===== config.mk =====
export PLATFORM = sky130hd
export DESIGN_NAME = blz_front
export DESIGN_NICKNAME = d
export VERILOG_FILES = /design/src/rtl/core/binary_lz78_compressor_core_defines.svh /design/src/rtl/core/blz_pkg.sv /design/src/rtl/core/blz_front.sv
export SDC_FILE = /design/constraint.sdc
export NUM_CORES = 1
export LEC_CHECK = 0
export ABC_AREA = 1
export BUFFER_PORTS_ARGS = -buffer_cell sky130_fd_sc_hd__buf_2
export CAP_MARGIN = 20
export CORE_MARGIN = 2
export CORE_UTILIZATION = 30
export DETAILED_ROUTE_END_ITERATION = 8
export GPL_TIMING_DRIVEN = 0
export PLACE_DENSITY = 0.54
export SYNTH_ARGS = -nofsm -noshare
export SYNTH_HDL_FRONTEND = slang
export SYNTH_SLANG_ARGS = --single-unit

===== constraint.sdc =====
create_clock -name clk -period 1.7 [get_ports clk]
set_input_delay 0.255 -clock clk [delete_from_list [all_inputs] [get_ports clk]]
set_output_delay 0.255 -clock clk [all_outputs]
set_load 0.03 [all_outputs]

===== src/rtl/core/binary_lz78_compressor_core_defines.svh =====
// Assertion macros for the binary LZ78 compressor core.
// Used by the top level; expects clk and rst_n in scope.
`ifndef BINARY_LZ78_COMPRESSOR_CORE_DEFINES_SVH
`define BINARY_LZ78_COMPRESSOR_CORE_DEFINES_SVH

// Check that a condition holds at every clock edge out of reset.
`define BLZ_ASSERT_ALWAYS(lbl, expr) \
    lbl: assert property (@(posedge clk) disable iff (!rst_n) (expr)) \
        else $error("blz assertion failed");

// Check that a consequent follows an antecedent in the same cycle.
`define BLZ_ASSERT_IMP(lbl, pre, con) \
    lbl: assert property (@(posedge clk) disable iff (!rst_n) (pre) |-> (con)) \
        else $error("blz assertion failed");

`endif


===== src/rtl/core/blz_pkg.sv =====
// Shared types and constants for the binary LZ78 compressor core.
// No dependencies.
package blz_pkg;

    localparam int BYTE_W = 8;
    localparam int CFG_W  = 5;
    localparam logic [CFG_W-1:0] CFG_RESET = 5'd9;

    typedef struct packed {
        logic [BYTE_W-1:0] data;
        logic              eos;
    } blz_item_t;

    typedef struct packed {
        logic clearing;
        logic idle;
    } blz_stat_t;

    typedef enum logic [2:0] {
        S_CLEAR,
        S_IDLE,
        S_LOOK,
        S_DECIDE,
        S_CODE,
        S_ITEM_END,
        S_PAD,
        S_FINISH
    } blz_state_t;

endpackage


===== src/rtl/core/blz_front.sv =====
// Input side: accepts requests and holds them in a two-entry queue.
// Depends on blz_pkg.
module blz_front (
    input  logic                  clk,
    input  logic                  rst_n,
    input  logic                  in_valid,
    output logic                  in_stall,
    input  logic [7:0]            data_byte,
    input  logic                  end_of_stream,
    output logic                  item_valid,
    output blz_pkg::blz_item_t    item,
    input  logic                  item_pop
);

    blz_pkg::blz_item_t q_reg [2];
    logic               wr_ptr_reg, wr_ptr_next;
    logic               rd_ptr_reg, rd_ptr_next;
    logic [1:0]         cnt_reg, cnt_next;
    logic               push;
    logic               pop;

    assign in_stall   = (cnt_reg == 2'd2);
    assign push       = in_valid && !in_stall;
    assign item_valid = (cnt_reg != 2'd0);
    assign pop        = item_pop && item_valid;
    assign item       = q_reg[rd_ptr_reg];

    always_comb
    begin
        wr_ptr_next = push ? !wr_ptr_reg : wr_ptr_reg;
        rd_ptr_next = pop ? !rd_ptr_reg : rd_ptr_reg;
        cnt_next    = cnt_reg + {1'b0, push} - {1'b0, pop};
    end

    always_ff @(posedge clk)
    begin
        if (push)
        begin
            q_reg[wr_ptr_reg] <= '{data: data_byte, eos: end_of_stream};
        end
    end

    always_ff @(posedge clk or negedge rst_n)
    begin
        if (!rst_n)
        begin
            wr_ptr_reg <= 1'b0;
            rd_ptr_reg <= 1'b0;
            cnt_reg    <= 2'd0;
        end
        else
        begin
            wr_ptr_reg <= wr_ptr_next;
            rd_ptr_reg <= rd_ptr_next;
            cnt_reg    <= cnt_next;
        end
    end

endmodule


==> results by group, run 1 <==
Global routing
  • GR met3 Demand/Resource: ~5.5%
  • Total gr overflow: 0
  • GR Util All Layers: roughly a tenth
  • Met2 Track Usage GR: 17.50%
  • Via count of the first global-routing pass: 560
  • Met1 Track Usage GR: 11.24%
  • Largest net degree at the start of global routing: 14
  • Wire length of the first global-routing pass: 2553 um
  • Number of antenna violations at the first check in global routing: 0
  • Most used routing layer in global routing: met2

Synth
  • Average cell area after synthesis: between 10 and 15 um2
  • Sequential share of the synthesized area: 72.11%
  • Number of warnings issued by yosys: 0
  • Synthesized netlist net count: 94
  • Flop and latch count out of synthesis: 22
  • Gate count after technology mapping: 79
  • Cell area after synthesis: 888.4 um2
  • Number of different library cells in the post-synthesis netlist: 10

Timing
  • Final min period: 1.472 ns
  • Crit path setup slack, layout: 0.2279 ns
  • Max Transition Viols Final: 0
  • Setup total negative slack: 0 ns
  • Measured slew at the worst slew-check pin: approximately 0.5 ns
  • Period Utilization, post-route: 86.59%
  • Layout Skew: 0.004975 ns
  • Fmax achieved: 0.6793 GHz
  • Number of failing hold endpoints at the final stage: 0
  • Max-slew headroom: 65.91%
  • RSZ-0062 raised after global routing: false
  • Final number of setup-violating endpoints: 0

Final layout
  • Most common library cell in the layout ignoring fill and taps: sky130_fd_sc_hd__nand2_1
  • Area occupied by multi-input gates: approximately 200 um2
  • Sequential Area: 640.6 um2
  • Commonest cells after routing, fill and taps aside: sky130_fd_sc_hd__nand2_1, sky130_fd_sc_hd__buf_2, sky130_fd_sc_hd__edfxtp_1
  • Area delta synth->final: 24.65%
  • Post-layout net count: 123
  • Largest register FFs: 18
  • Inserted Diodes: 0
  • Filler cells: around 290
  • Ratio of cells with drive above 1 in the final layout: 29.91%

Drt
  • Iter 0 DRT Violations: 15
  • Routed vias/inst: 4.514
  • Iteration count of the initial detailed-routing pass: 4
  • Post-DRT Antenna Nets: 0
  • Routed WL: 1657 um
  • Total via count after detailed routing: roughly 620
  • Average routed wire per standard cell: 12.01 um
  • Post-detailed-route DRC marker count: 0

Run
  • Number of maximum-capacitance constraint violations: 0

Setup path
  • CP Capture Type: output port
  • CP max stage delay: 0.42 ns
  • Most used cell, CP: sky130_fd_sc_hd__nand2_1
  • Critical path start-end classification: reg -> out
  • R2R Setup Slk: 0.27 ns
  • Worst setup SP type: flop
  • End of the worst register-to-register path: cnt_reg[1]
  • Critical path buffer and inverter count: 2
  • Highest net fanout along the worst path: 10
  • Cell-by-cell listing of the critical path: inv_2 -> nand2_1 -> nand2_1 -> buf_2
  • Arrival time reported for the critical path endpoint: 1.22 ns
  • Required time reported for the critical path endpoint: ~1.4 ns
  • Reg2reg path depth: 10
  • Worst path top cell family by delay: flip-flops
  • Crit-path slowest cell: sky130_fd_sc_hd__dfrtp_1
  • Critical register-to-register path startpoint: cnt_reg[1]

Floorplanning
  • Core area: ~2800 um2
  • Y dimension of the die: 58.42 um
  • Initial Utilization: between 30% and 40%
  • Die span in x: 58.42 um
  • Row Count: 19
  • Area of the die: 3412 um2
  • IO Count: 24

Power
  • Peak supply drop: 1.066 mV
  • Leakage component of the power: 0.5399 nW
  • Power per cell area: 1893 nW/um2
  • Tot Pwr: 2.096 mW

Placement
  • HPWL after detailed placement: 1176 um
  • Count of buffers inserted at the top-level ports: 23
  • Worst slack after detailed placement: ~0.073 ns
  • GP Congestion: 0.7043

CTS
  • CTS H-tree lvls: 1
  • Number of buffers created by CTS: 3
  • Sink Count: 22
  • Clk buf depth: 2
  • Clock latency on the worst-skew pair: 0.31 ns
  • Clock root buffer master: sky130_fd_sc_hd__clkbuf_4
  • Clk slew on worst S/H paths: 0.13 ns
  • CTS tree: yes

Status
  • Status: finished clean

Worst hold path
  • Number of cells traversed by the worst hold path: 1
  • Type of the tightest min-delay check: in -> reg
  • Worst Hold Endpoint: q_reg[0][1]
  • Startpoint of the worst hold path: data_byte[0]
==> stage by stage <==
stage	util (%)	instances	hold slack, ns	cell area [um2]
after floorplan	-	79	-0.04059	888.4
after global placement	37.47	133	0.06917	1042
after CTS	39.72	138	0.1136	1105
final	39.81	138	0.1278	1107
after detailed placement	37.47	133	0.07252	1042
after global routing	39.81	138	0.09453	1107
==> worst max path at each step <==
stage                     from           to  slack [ns]  cells past startpoint
floorplan           cnt_reg[1]   cnt_reg[1]        0.28                     10
global placement    cnt_reg[1]  q_reg[1][3]        0.08                      3
detailed placement  cnt_reg[1]  q_reg[1][4]        0.07                      3
CTS                 cnt_reg[1]  q_reg[1][2]        0.04                      3
global route        rd_ptr_reg      item[5]        0.12                      4
finish              rd_ptr_reg      item[7]        0.23                      4
==> report_power, final <==
group	total, mW	internal (mW)	leakage, nW	switching, mW
sequential	0.798	0.748	0.215	0.0506
combinational	0.898	0.250	0.297	0.648
clock	0.399	0.238	0.0279	0.161
total	2.10	1.24	0.540	0.860
==> worst register-to-register path, cell delays in order (launching register included) <==
cell and delay [ns]:
sky130_fd_sc_hd__dfrtp_1 0.43, sky130_fd_sc_hd__inv_1 0.09, sky130_fd_sc_hd__nand2_2 0.06, sky130_fd_sc_hd__nand2_1 0.08, sky130_fd_sc_hd__inv_1 0.05, sky130_fd_sc_hd__ha_1 0.28
sky130_fd_sc_hd__inv_1 0.05, sky130_fd_sc_hd__ha_1 0.15, sky130_fd_sc_hd__inv_1 0.05, sky130_fd_sc_hd__nand2_1 0.06, sky130_fd_sc_hd__nand2_1 0.04
==> cells by family (layout without fill, tap and decap cells) <==
kind of cell	count (synthesis)	in the layout	synth area share, %
buf+inv	11	39	5.492
simple gates	44	44	19.58
fa+ha+maj	2	2	2.816
flops	22	22	72.11
==> per-layer routing <==
layer  part of all wire, %  routed length [um]
met1                    41                 684
met2                    50                 830
met3                   7.4                 123
met4                   1.1                  19
met5                     0                   0
==> Yosys cell counts <==
cell type                  instances  area, um2
sky130_fd_sc_hd__inv_2             1      3.750
sky130_fd_sc_hd__inv_1             9      33.78
sky130_fd_sc_hd__nand3_1           3      15.01
sky130_fd_sc_hd__nand2_2           2      12.51
sky130_fd_sc_hd__nand2_1          38      142.6
sky130_fd_sc_hd__buf_6             1      11.26
sky130_fd_sc_hd__nor2_1            1      3.750
sky130_fd_sc_hd__dfrtp_1           4      100.1
sky130_fd_sc_hd__ha_1              2      25.02
sky130_fd_sc_hd__edfxtp_1         18      540.5
==> area by class of cell <==
class	instances	area share [%]
plain buffers	1	1.017
clock buffers	3	2.034
clock inverters	1	2.712
inverters	10	3.390
multi-input cells	46	18.19
flip-flops and latches	22	57.85
well taps	31	3.503
repair buffers	24	11.30
==> timing repair <==
item,4_1_cts,5_1_grt
hold endpoints to repair,4,0
setup buffers,0,0
resized for setup,0,1
endpoints found under the setup margin,0,9
hold buffers,1,0
Note: power is estimated with default switching activity, not from simulation.
==> run 2, diff against run 1 <==
ABC_AREA = not set   (was 1)
==> run 2 against run 1 <==
Flip-flop and latch count unchanged. Die area down 3.8%. Worst setup slack worse by 0.15 ns. Largest power group unchanged. Critical path type is now reg -> reg. Fmax down 9.1%. Largest cell class unchanged. Power down 0.11%. Utilization up 0.69 points.
==> results by group, run 2 <==
Placement
  • Count of buffers inserted at the top-level ports: 23 (unchanged)
  • HPWL after detailed placement: 930.5 um (-21%)
  • Placed Instances: 100 (-25%)
  • Worst slack after detailed placement: 0.03121 ns (-0.04189 ns)
  • GP Congestion: 0.6465 (-8.2%)

Power
  • Power per cell area: 1891 nW/um2 (-0.11%)
  • Sequential share of power: 38.7% (+0.6 points)
  • Peak supply drop: 1.112 mV (+4.4%)
  • Switching power: 0.7294 mW (-15%)
  • Leakage component of the power: 0.4452 nW (-18%)
  • Switching share of power: 34.84% (-6.2 points)
  • Power share of the clock group: 19.0% (about the same)
  • Internal power consumption: 1.364 mW (+10%)
  • Combinational fraction of design power: 42.3% (-0.6 points)
  • Tot Pwr: 2.094 mW (-0.11%)

CTS
  • Clk buf depth: 2 (unchanged)
  • CTS tree: yes
  • Clock latency on the worst-skew pair: 0.31 ns (about the same)
  • Sink Count: 22 (unchanged)
  • Clock root buffer master: sky130_fd_sc_hd__clkbuf_4
  • Number of buffers created by CTS: 3 (unchanged)
  • CTS H-tree lvls: 1 (unchanged)
  • Clk slew on worst S/H paths: 0.13 ns (about the same)

Drt
  • Routed WL: 1330 um (-20%)
  • Average routed wire per standard cell: 12.55 um (+4.5%)
  • Iteration count of the initial detailed-routing pass: 4 (unchanged)
  • Post-DRT Antenna Nets: 0 (unchanged)
  • Iter 0 DRT Violations: 5 (-10)
  • Total via count after detailed routing: 461 (-26%)
  • Post-detailed-route DRC marker count: 0 (unchanged)
  • Routed vias/inst: 4.349 (-3.7%)

Timing
  • Fmax achieved: 0.6174 GHz (-9.1%)
  • Final number of setup-violating endpoints: 0 (unchanged)
  • Final min period: 1.620 ns (+0.1476 ns)
  • Max Transition Viols Final: 0 (unchanged)
  • Max-slew headroom: 67.96% (+2.0 points)
  • Measured slew at the worst slew-check pin: 0.4801 ns (-0.03063 ns)
  • Period Utilization, post-route: 95.28% (+8.7 points)
  • Crit path setup slack, layout: 0.08026 ns (-0.1476 ns)
  • Number of failing hold endpoints at the final stage: 0 (unchanged)
  • Layout Skew: 0.008748 ns (+0.003773 ns)

Synth
  • Average cell area after synthesis: 18.52 um2 (+65%)
  • Sequential share of the synthesized area: 75.18% (+3.1 points)
  • Flip-flop cell with the highest count after synthesis: sky130_fd_sc_hd__edfxtp_1
  • Synthesized netlist net count: 61 (-35%)
  • Flop and latch count out of synthesis: 22 (unchanged)
  • Number of different library cells in the post-synthesis netlist: 14 (+4)
  • Cell area after synthesis: 852.1 um2 (-4.1%)
  • Top-area cell type share of the netlist area: 63.44% (+2.6 points)
  • Cell type with the largest total area after synthesis: sky130_fd_sc_hd__edfxtp_1
  • Asr flop ratio synth: 18.18% (unchanged)
  • Number of enable-type register cells in the synthesized netlist: 18 (unchanged)
  • Most used standard cell by instance count after synthesis: sky130_fd_sc_hd__edfxtp_1
  • Area contributors post-synth: sky130_fd_sc_hd__edfxtp_1, sky130_fd_sc_hd__mux2_2, sky130_fd_sc_hd__dfrtp_1
  • Number of warnings issued by yosys: 0 (unchanged)
  • Gate count after technology mapping: 46 (-42%)
  • Most used standard cells in the synthesized netlist: sky130_fd_sc_hd__edfxtp_1, sky130_fd_sc_hd__mux2_2, sky130_fd_sc_hd__dfrtp_1, sky130_fd_sc_hd__xnor2_1

Setup path
  • Required time reported for the critical path endpoint: 1.91 ns (+0.47 ns)
  • Arrival time reported for the critical path endpoint: 1.83 ns (+0.61 ns)
  • CP max stage delay: 0.43 ns (about the same)
  • CP Capture Type: flop
  • Critical register-to-register path startpoint: cnt_reg[1]
  • Highest net fanout along the worst path: 3 (-7)
  • Worst path top cell family by delay: flip-flops
  • Cell-by-cell listing of the critical path: or2_4 -> and2_4 -> ha_4 -> inv_2 -> ha_2 -> xnor2_2 -> xnor2_1
  • Critical path buffer and inverter count: 1 (-1)
  • Crit-path slowest cell: sky130_fd_sc_hd__dfrtp_1
  • End of the worst register-to-register path: cnt_reg[1]
  • Reg2reg path depth: 7 (-3)
  • Critical path start-end classification: reg -> reg
  • Count of cell instances traversed by the critical path: 7 (+3)
  • R2R Setup Slk: 0.08 ns (-0.19 ns)
  • Worst setup SP type: flop

Worst hold path
  • Number of cells traversed by the worst hold path: 1 (unchanged)
  • Startpoint of the worst hold path: data_byte[1]
  • Worst Hold Endpoint: q_reg[1][2]
  • Type of the tightest min-delay check: in -> reg

Global routing
  • GR Util All Layers: 9.047% (-1.4 points)
  • Number of antenna violations at the first check in global routing: 0 (unchanged)
  • Wire length of the first global-routing pass: 2125 um (-17%)
  • Via count of the first global-routing pass: 471 (-16%)
  • Largest net degree at the start of global routing: 14 (unchanged)
  • Total gr overflow: 0 (unchanged)

Floorplanning
  • Y dimension of the die: 57.30 um (-1.9%)
  • IO Count: 24 (unchanged)
  • Core area: 2734 um2 (-1.7%)
  • Initial Utilization: 31.17% (-0.77 points)
  • Area of the die: 3283 um2 (-3.8%)
  • Row Count: 19 (unchanged)
  • Die span in x: 57.30 um (-1.9%)

Final layout
  • Inserted Diodes: 0 (unchanged)
  • Post-route core utilization: 40.50% (+0.69 points)
  • Most common library cell in the layout ignoring fill and taps: sky130_fd_sc_hd__buf_2
  • Ratio of cells with drive above 1 in the final layout: 60.00% (+30 points)
  • Filler cells: 248 (-14%)
  • Filler-free cell count of the finished design: 106 (-23%)
  • Area delta synth->final: 29.96%
  • Largest register FFs: 18 (unchanged)
  • Commonest cells after routing, fill and taps aside: sky130_fd_sc_hd__buf_2, sky130_fd_sc_hd__edfxtp_1, sky130_fd_sc_hd__mux2_2
  • Post-layout net count: 91 (-26%)

Run
  • Number of maximum-capacitance constraint violations: 0 (unchanged)

Status
  • Status: finished clean
==> run 2: changes by cell type after synthesis, sizes merged, moves of 3 or more <==
cell,previous run,this run
nand2,40,1
mux2,0,9
inv,10,2
nand3,3,0
xnor2,0,3
==> run 2: power by group through the flow <==
stage,Sequential [mW],Clock [mW],Combinational [mW]
after floorplan,0.802,0,0.629
after global placement,0.811,0,0.810
after detailed placement,0.819,0,0.810
after CTS,0.808,0.411,0.822
after global routing,0.823,0.437,0.969
final,0.810,0.398,0.886
==> run 2: timing repair <==
| action | 4_1_cts | 5_1_grt |
|---|---|---|
| hold buffers | 1 | 0 |
| hold endpoints to repair | 4 | 0 |
| pin swaps | 0 | 4 |
| endpoints found under the setup margin | 9 | 16 |
| resized for setup | 1 | 6 |
| buffers inserted | 0 | 1 |
==> run 2: worst max path at each step <==
| stage | start | endpoint | slack, ns |
|---|---|---|---|
| after floorplan | cnt_reg[1] | cnt_reg[1] | 0.01 |
| after global placement | cnt_reg[1] | q_reg[0][5] | 0.02 |
| after detailed placement | cnt_reg[1] | cnt_reg[1] | 0.03 |
| after CTS | cnt_reg[1] | q_reg[0][3] | 0.003 |
| after global routing | cnt_reg[1] | cnt_reg[1] | -0.007 |
| final | cnt_reg[1] | cnt_reg[1] | 0.08 |
==> run 2: area by class of cell <==
class	count	area [um2]	share of cell area, %
sequential	22	640.6	57.85
timing repair buffer	25	132.6	11.98
tap	31	38.79	3.503
inverter	2	7.507	0.6780
multi-input combinational	21	224.0	20.23
buffer	1	11.26	1.017
clock inverter	1	30.03	2.712
clock buffer	3	22.52	2.034
==> run 2: kinds of logic (layout without fill, tap and decap cells) <==
kind of cell             count (synthesis)  count (layout)  share of synthesized area (%)
flip-flops                              22              22                          75.18
adder cells (fa/ha/maj)                  2               2                          2.936
multiplexers                             9               9                          11.89
buffers and inverters                    3              32                          1.468
XOR/XNOR                                 4               4                          4.112
AND/OR/NAND/NOR                          6               6                          4.406
==> run 2: through the flow <==
step                      hold WS, ns  setup TNS [ns]  instance area [um2]
after CTS                      0.1148               0                 1071
after global placement        0.06768               0                 1006
after floorplan              -0.04059               0                852.1
final                          0.1237               0                 1107
after global routing          0.09170       -0.007437                 1107
after detailed placement      0.06809               0                 1006
==> run 2: metal layers <==
layer  share of wire (%)  GRT usage, %  vias up
met4                0.75         2.990        0
met3                 7.7         4.535        2
met2                  49         13.79       17
li1                    -             -      225
met1                  42         11.26      217
met5                   0             0        -
==> run 3, diff against run 2 <==
CAP_MARGIN = not set   (was 20)
clock period = 2.03 ns   (was 1.7 ns; I/O delays follow)
==> run 3 against run 2 <==
Utilization is 1.4 points lower. First-iteration DRC count is 80% lower. Flip-flop and latch count stayed put. Sequential power is 17% lower. Via count is 2.2% lower.
==> results by group, run 3 (synthesis results as in run 2) <==
Power
  • Peak supply drop: 0.9281 mV (-17%)
  • Power per cell area: 1567 nW/um2 (-17%)
  • Tot Pwr: 1.674 mW (-20%)
  • Leakage component of the power: 0.4359 nW (-2.1%)

Timing
  • Max Transition Viols Final: 0 (unchanged)
  • Fmax achieved: 0.5781 GHz
  • Period Utilization, post-route: 85.22%
  • Layout Skew: 0.008644 ns (-0.0001040 ns)
  • RSZ-0062 raised after global routing: false
  • Setup total negative slack: 0 ns (unchanged)
  • Crit path setup slack, layout: 0.3001 ns (+0.2198 ns)
  • Post-route worst hold slack: 0.1741 ns (+0.05045 ns)
  • Max-slew headroom: 47.06% (-21 points)
  • Final min period: 1.730 ns
  • Measured slew at the worst slew-check pin: 0.7912 ns (+0.3111 ns)
  • Final number of setup-violating endpoints: 0 (unchanged)
  • Number of failing hold endpoints at the final stage: 0 (unchanged)

Final layout
  • Layout Cell Area excl Fill: 1069 um2 (-3.5%)
  • Post-route core utilization: 39.08% (-1.4 points)
  • Ratio of cells with drive above 1 in the final layout: 52.70% (-7.3 points)
  • Most common library cell in the layout ignoring fill and taps: sky130_fd_sc_hd__buf_2
  • Area delta synth->final: 25.40%
  • Inserted Diodes: 0 (unchanged)
  • Post-layout net count: 90 (-1.1%)
  • Filler-free cell count of the finished design: 105 (-0.94%)
  • Largest register FFs: 18 (unchanged)
  • Commonest cells after routing, fill and taps aside: sky130_fd_sc_hd__buf_2, sky130_fd_sc_hd__edfxtp_1, sky130_fd_sc_hd__mux2_2

CTS
  • CTS tree: yes
  • Clock root buffer master: sky130_fd_sc_hd__clkbuf_4
  • Number of buffers created by CTS: 3 (unchanged)
  • CTS H-tree lvls: 1 (unchanged)
  • Clk slew on worst S/H paths: 0.13 ns (about the same)
  • Clk buf depth: 2 (unchanged)
  • Sink Count: 22 (unchanged)
  • Post-cts sizing count: 0 (-1)
  • Clock latency on the worst-skew pair: 0.31 ns (about the same)

Global routing
  • Total gr overflow: 0 (unchanged)
  • GR Util All Layers: 9.000% (-0.048 points)
  • Wire length of the first global-routing pass: 2118 um (-0.33%)
  • Largest net degree at the start of global routing: 14 (unchanged)
  • Via count of the first global-routing pass: 468 (-0.64%)
  • Number of antenna violations at the first check in global routing: 0 (unchanged)

Placement
  • Placed Instances: 100 (unchanged)
  • Area after DPL: 1006 um2 (unchanged)
  • Count of buffers inserted at the top-level ports: 23 (unchanged)
  • HPWL after detailed placement: 930.5 um (unchanged)
  • Worst slack after detailed placement: 0.3612 ns (+0.3300 ns)
  • GP Congestion: 0.6465 (unchanged)

Floorplanning
  • Die span in x: 57.30 um (unchanged)
  • Core area: 2734 um2 (unchanged)
  • IO Count: 24 (unchanged)
  • Area of the die: 3283 um2 (unchanged)
  • Row Count: 19 (unchanged)
  • Y dimension of the die: 57.30 um (unchanged)
  • Initial Utilization: 31.17% (unchanged)

Setup path
  • Critical register-to-register path startpoint: cnt_reg[1]
  • Worst setup SP type: flop
  • R2R Setup Slk: 0.34 ns (+0.26 ns)
  • Highest net fanout along the worst path: 10 (+7)
  • End of the worst register-to-register path: cnt_reg[1]
  • Critical path start-end classification: reg -> out
  • Reg2reg path depth: 7 (unchanged)
  • Arrival time reported for the critical path endpoint: 1.43 ns (-0.40 ns)
  • CP Capture Type: output port
  • Required time reported for the critical path endpoint: 1.73 ns (-0.18 ns)

Drt
  • Total via count after detailed routing: 451 (-2.2%)
  • Post-DRT Antenna Nets: 0 (unchanged)
  • Iter 0 DRT Violations: 1 (-4)
  • Iteration count of the initial detailed-routing pass: 2 (-2)
  • Average routed wire per standard cell: 12.49 um (-0.49%)
  • Post-detailed-route DRC marker count: 0 (unchanged)
  • Routed vias/inst: 4.295 (-1.2%)
  • Routed WL: 1311 um (-1.4%)

Worst hold path
  • Startpoint of the worst hold path: data_byte[1]
  • Number of cells traversed by the worst hold path: 1 (unchanged)
  • Type of the tightest min-delay check: in -> reg
  • Worst Hold Endpoint: q_reg[0][2]

Status
  • Status: finished clean

Run
  • Number of maximum-capacitance constraint violations: 0 (unchanged)
-- run 3: area by class of cell --
class                      instances  area, um2
fill                             254       1665
sequential                        22      640.6
multi-input combinational         21      198.9
timing repair buffer              24      125.1
tap                               31      38.79
clock inverter                     1      30.03
clock buffer                       3      22.52
inverter                           2      7.507
buffer                             1      5.005
-- run 3: worst max-delay path, stage by stage, from the launching register on --
cell	delay (ns)
sky130_fd_sc_hd__dfrtp_1	0.34
sky130_fd_sc_hd__buf_2	0.24
sky130_fd_sc_hd__mux2_2	0.37
sky130_fd_sc_hd__buf_2	0.17
-- run 3: what timing repair did --
item                                   in CTS  in global routing
hold buffers                                1                  0
buffers inserted                            0                  0
endpoints found under the hold margin       4                  0
-- run 3: layer usage --
| metal | track usage, % | routed length (um) |
|---|---|---|
| met2 | 13.79 | 614 |
| met3 | 4.535 | 102 |
| met1 | 11.11 | 584 |
| met5 | 0 | 0 |
| met4 | 2.990 | 10 |
-- run 3: worst max path at each step --
stage / startpoint / end / slack (ns) / cells after the start
6_report: rd_ptr_reg / item[0] / 0.30 / 3
3_5_place_dp: cnt_reg[1] / cnt_reg[1] / 0.36 / 7
3_3_place_gp: cnt_reg[1] / q_reg[0][5] / 0.35 / 3
2_1_floorplan: cnt_reg[1] / cnt_reg[1] / 0.34 / 7
5_1_grt: rd_ptr_reg / item[6] / 0.20 / 3
4_1_cts: rd_ptr_reg / item[0] / 0.25 / 3
-- run 3: power breakdown --
part,switching (mW),internal (mW),leakage [nW]
logic,0.408,0.260,0.194
clock network,0.132,0.200,0.0279
registers,0.0448,0.630,0.214
total,0.585,1.09,0.436
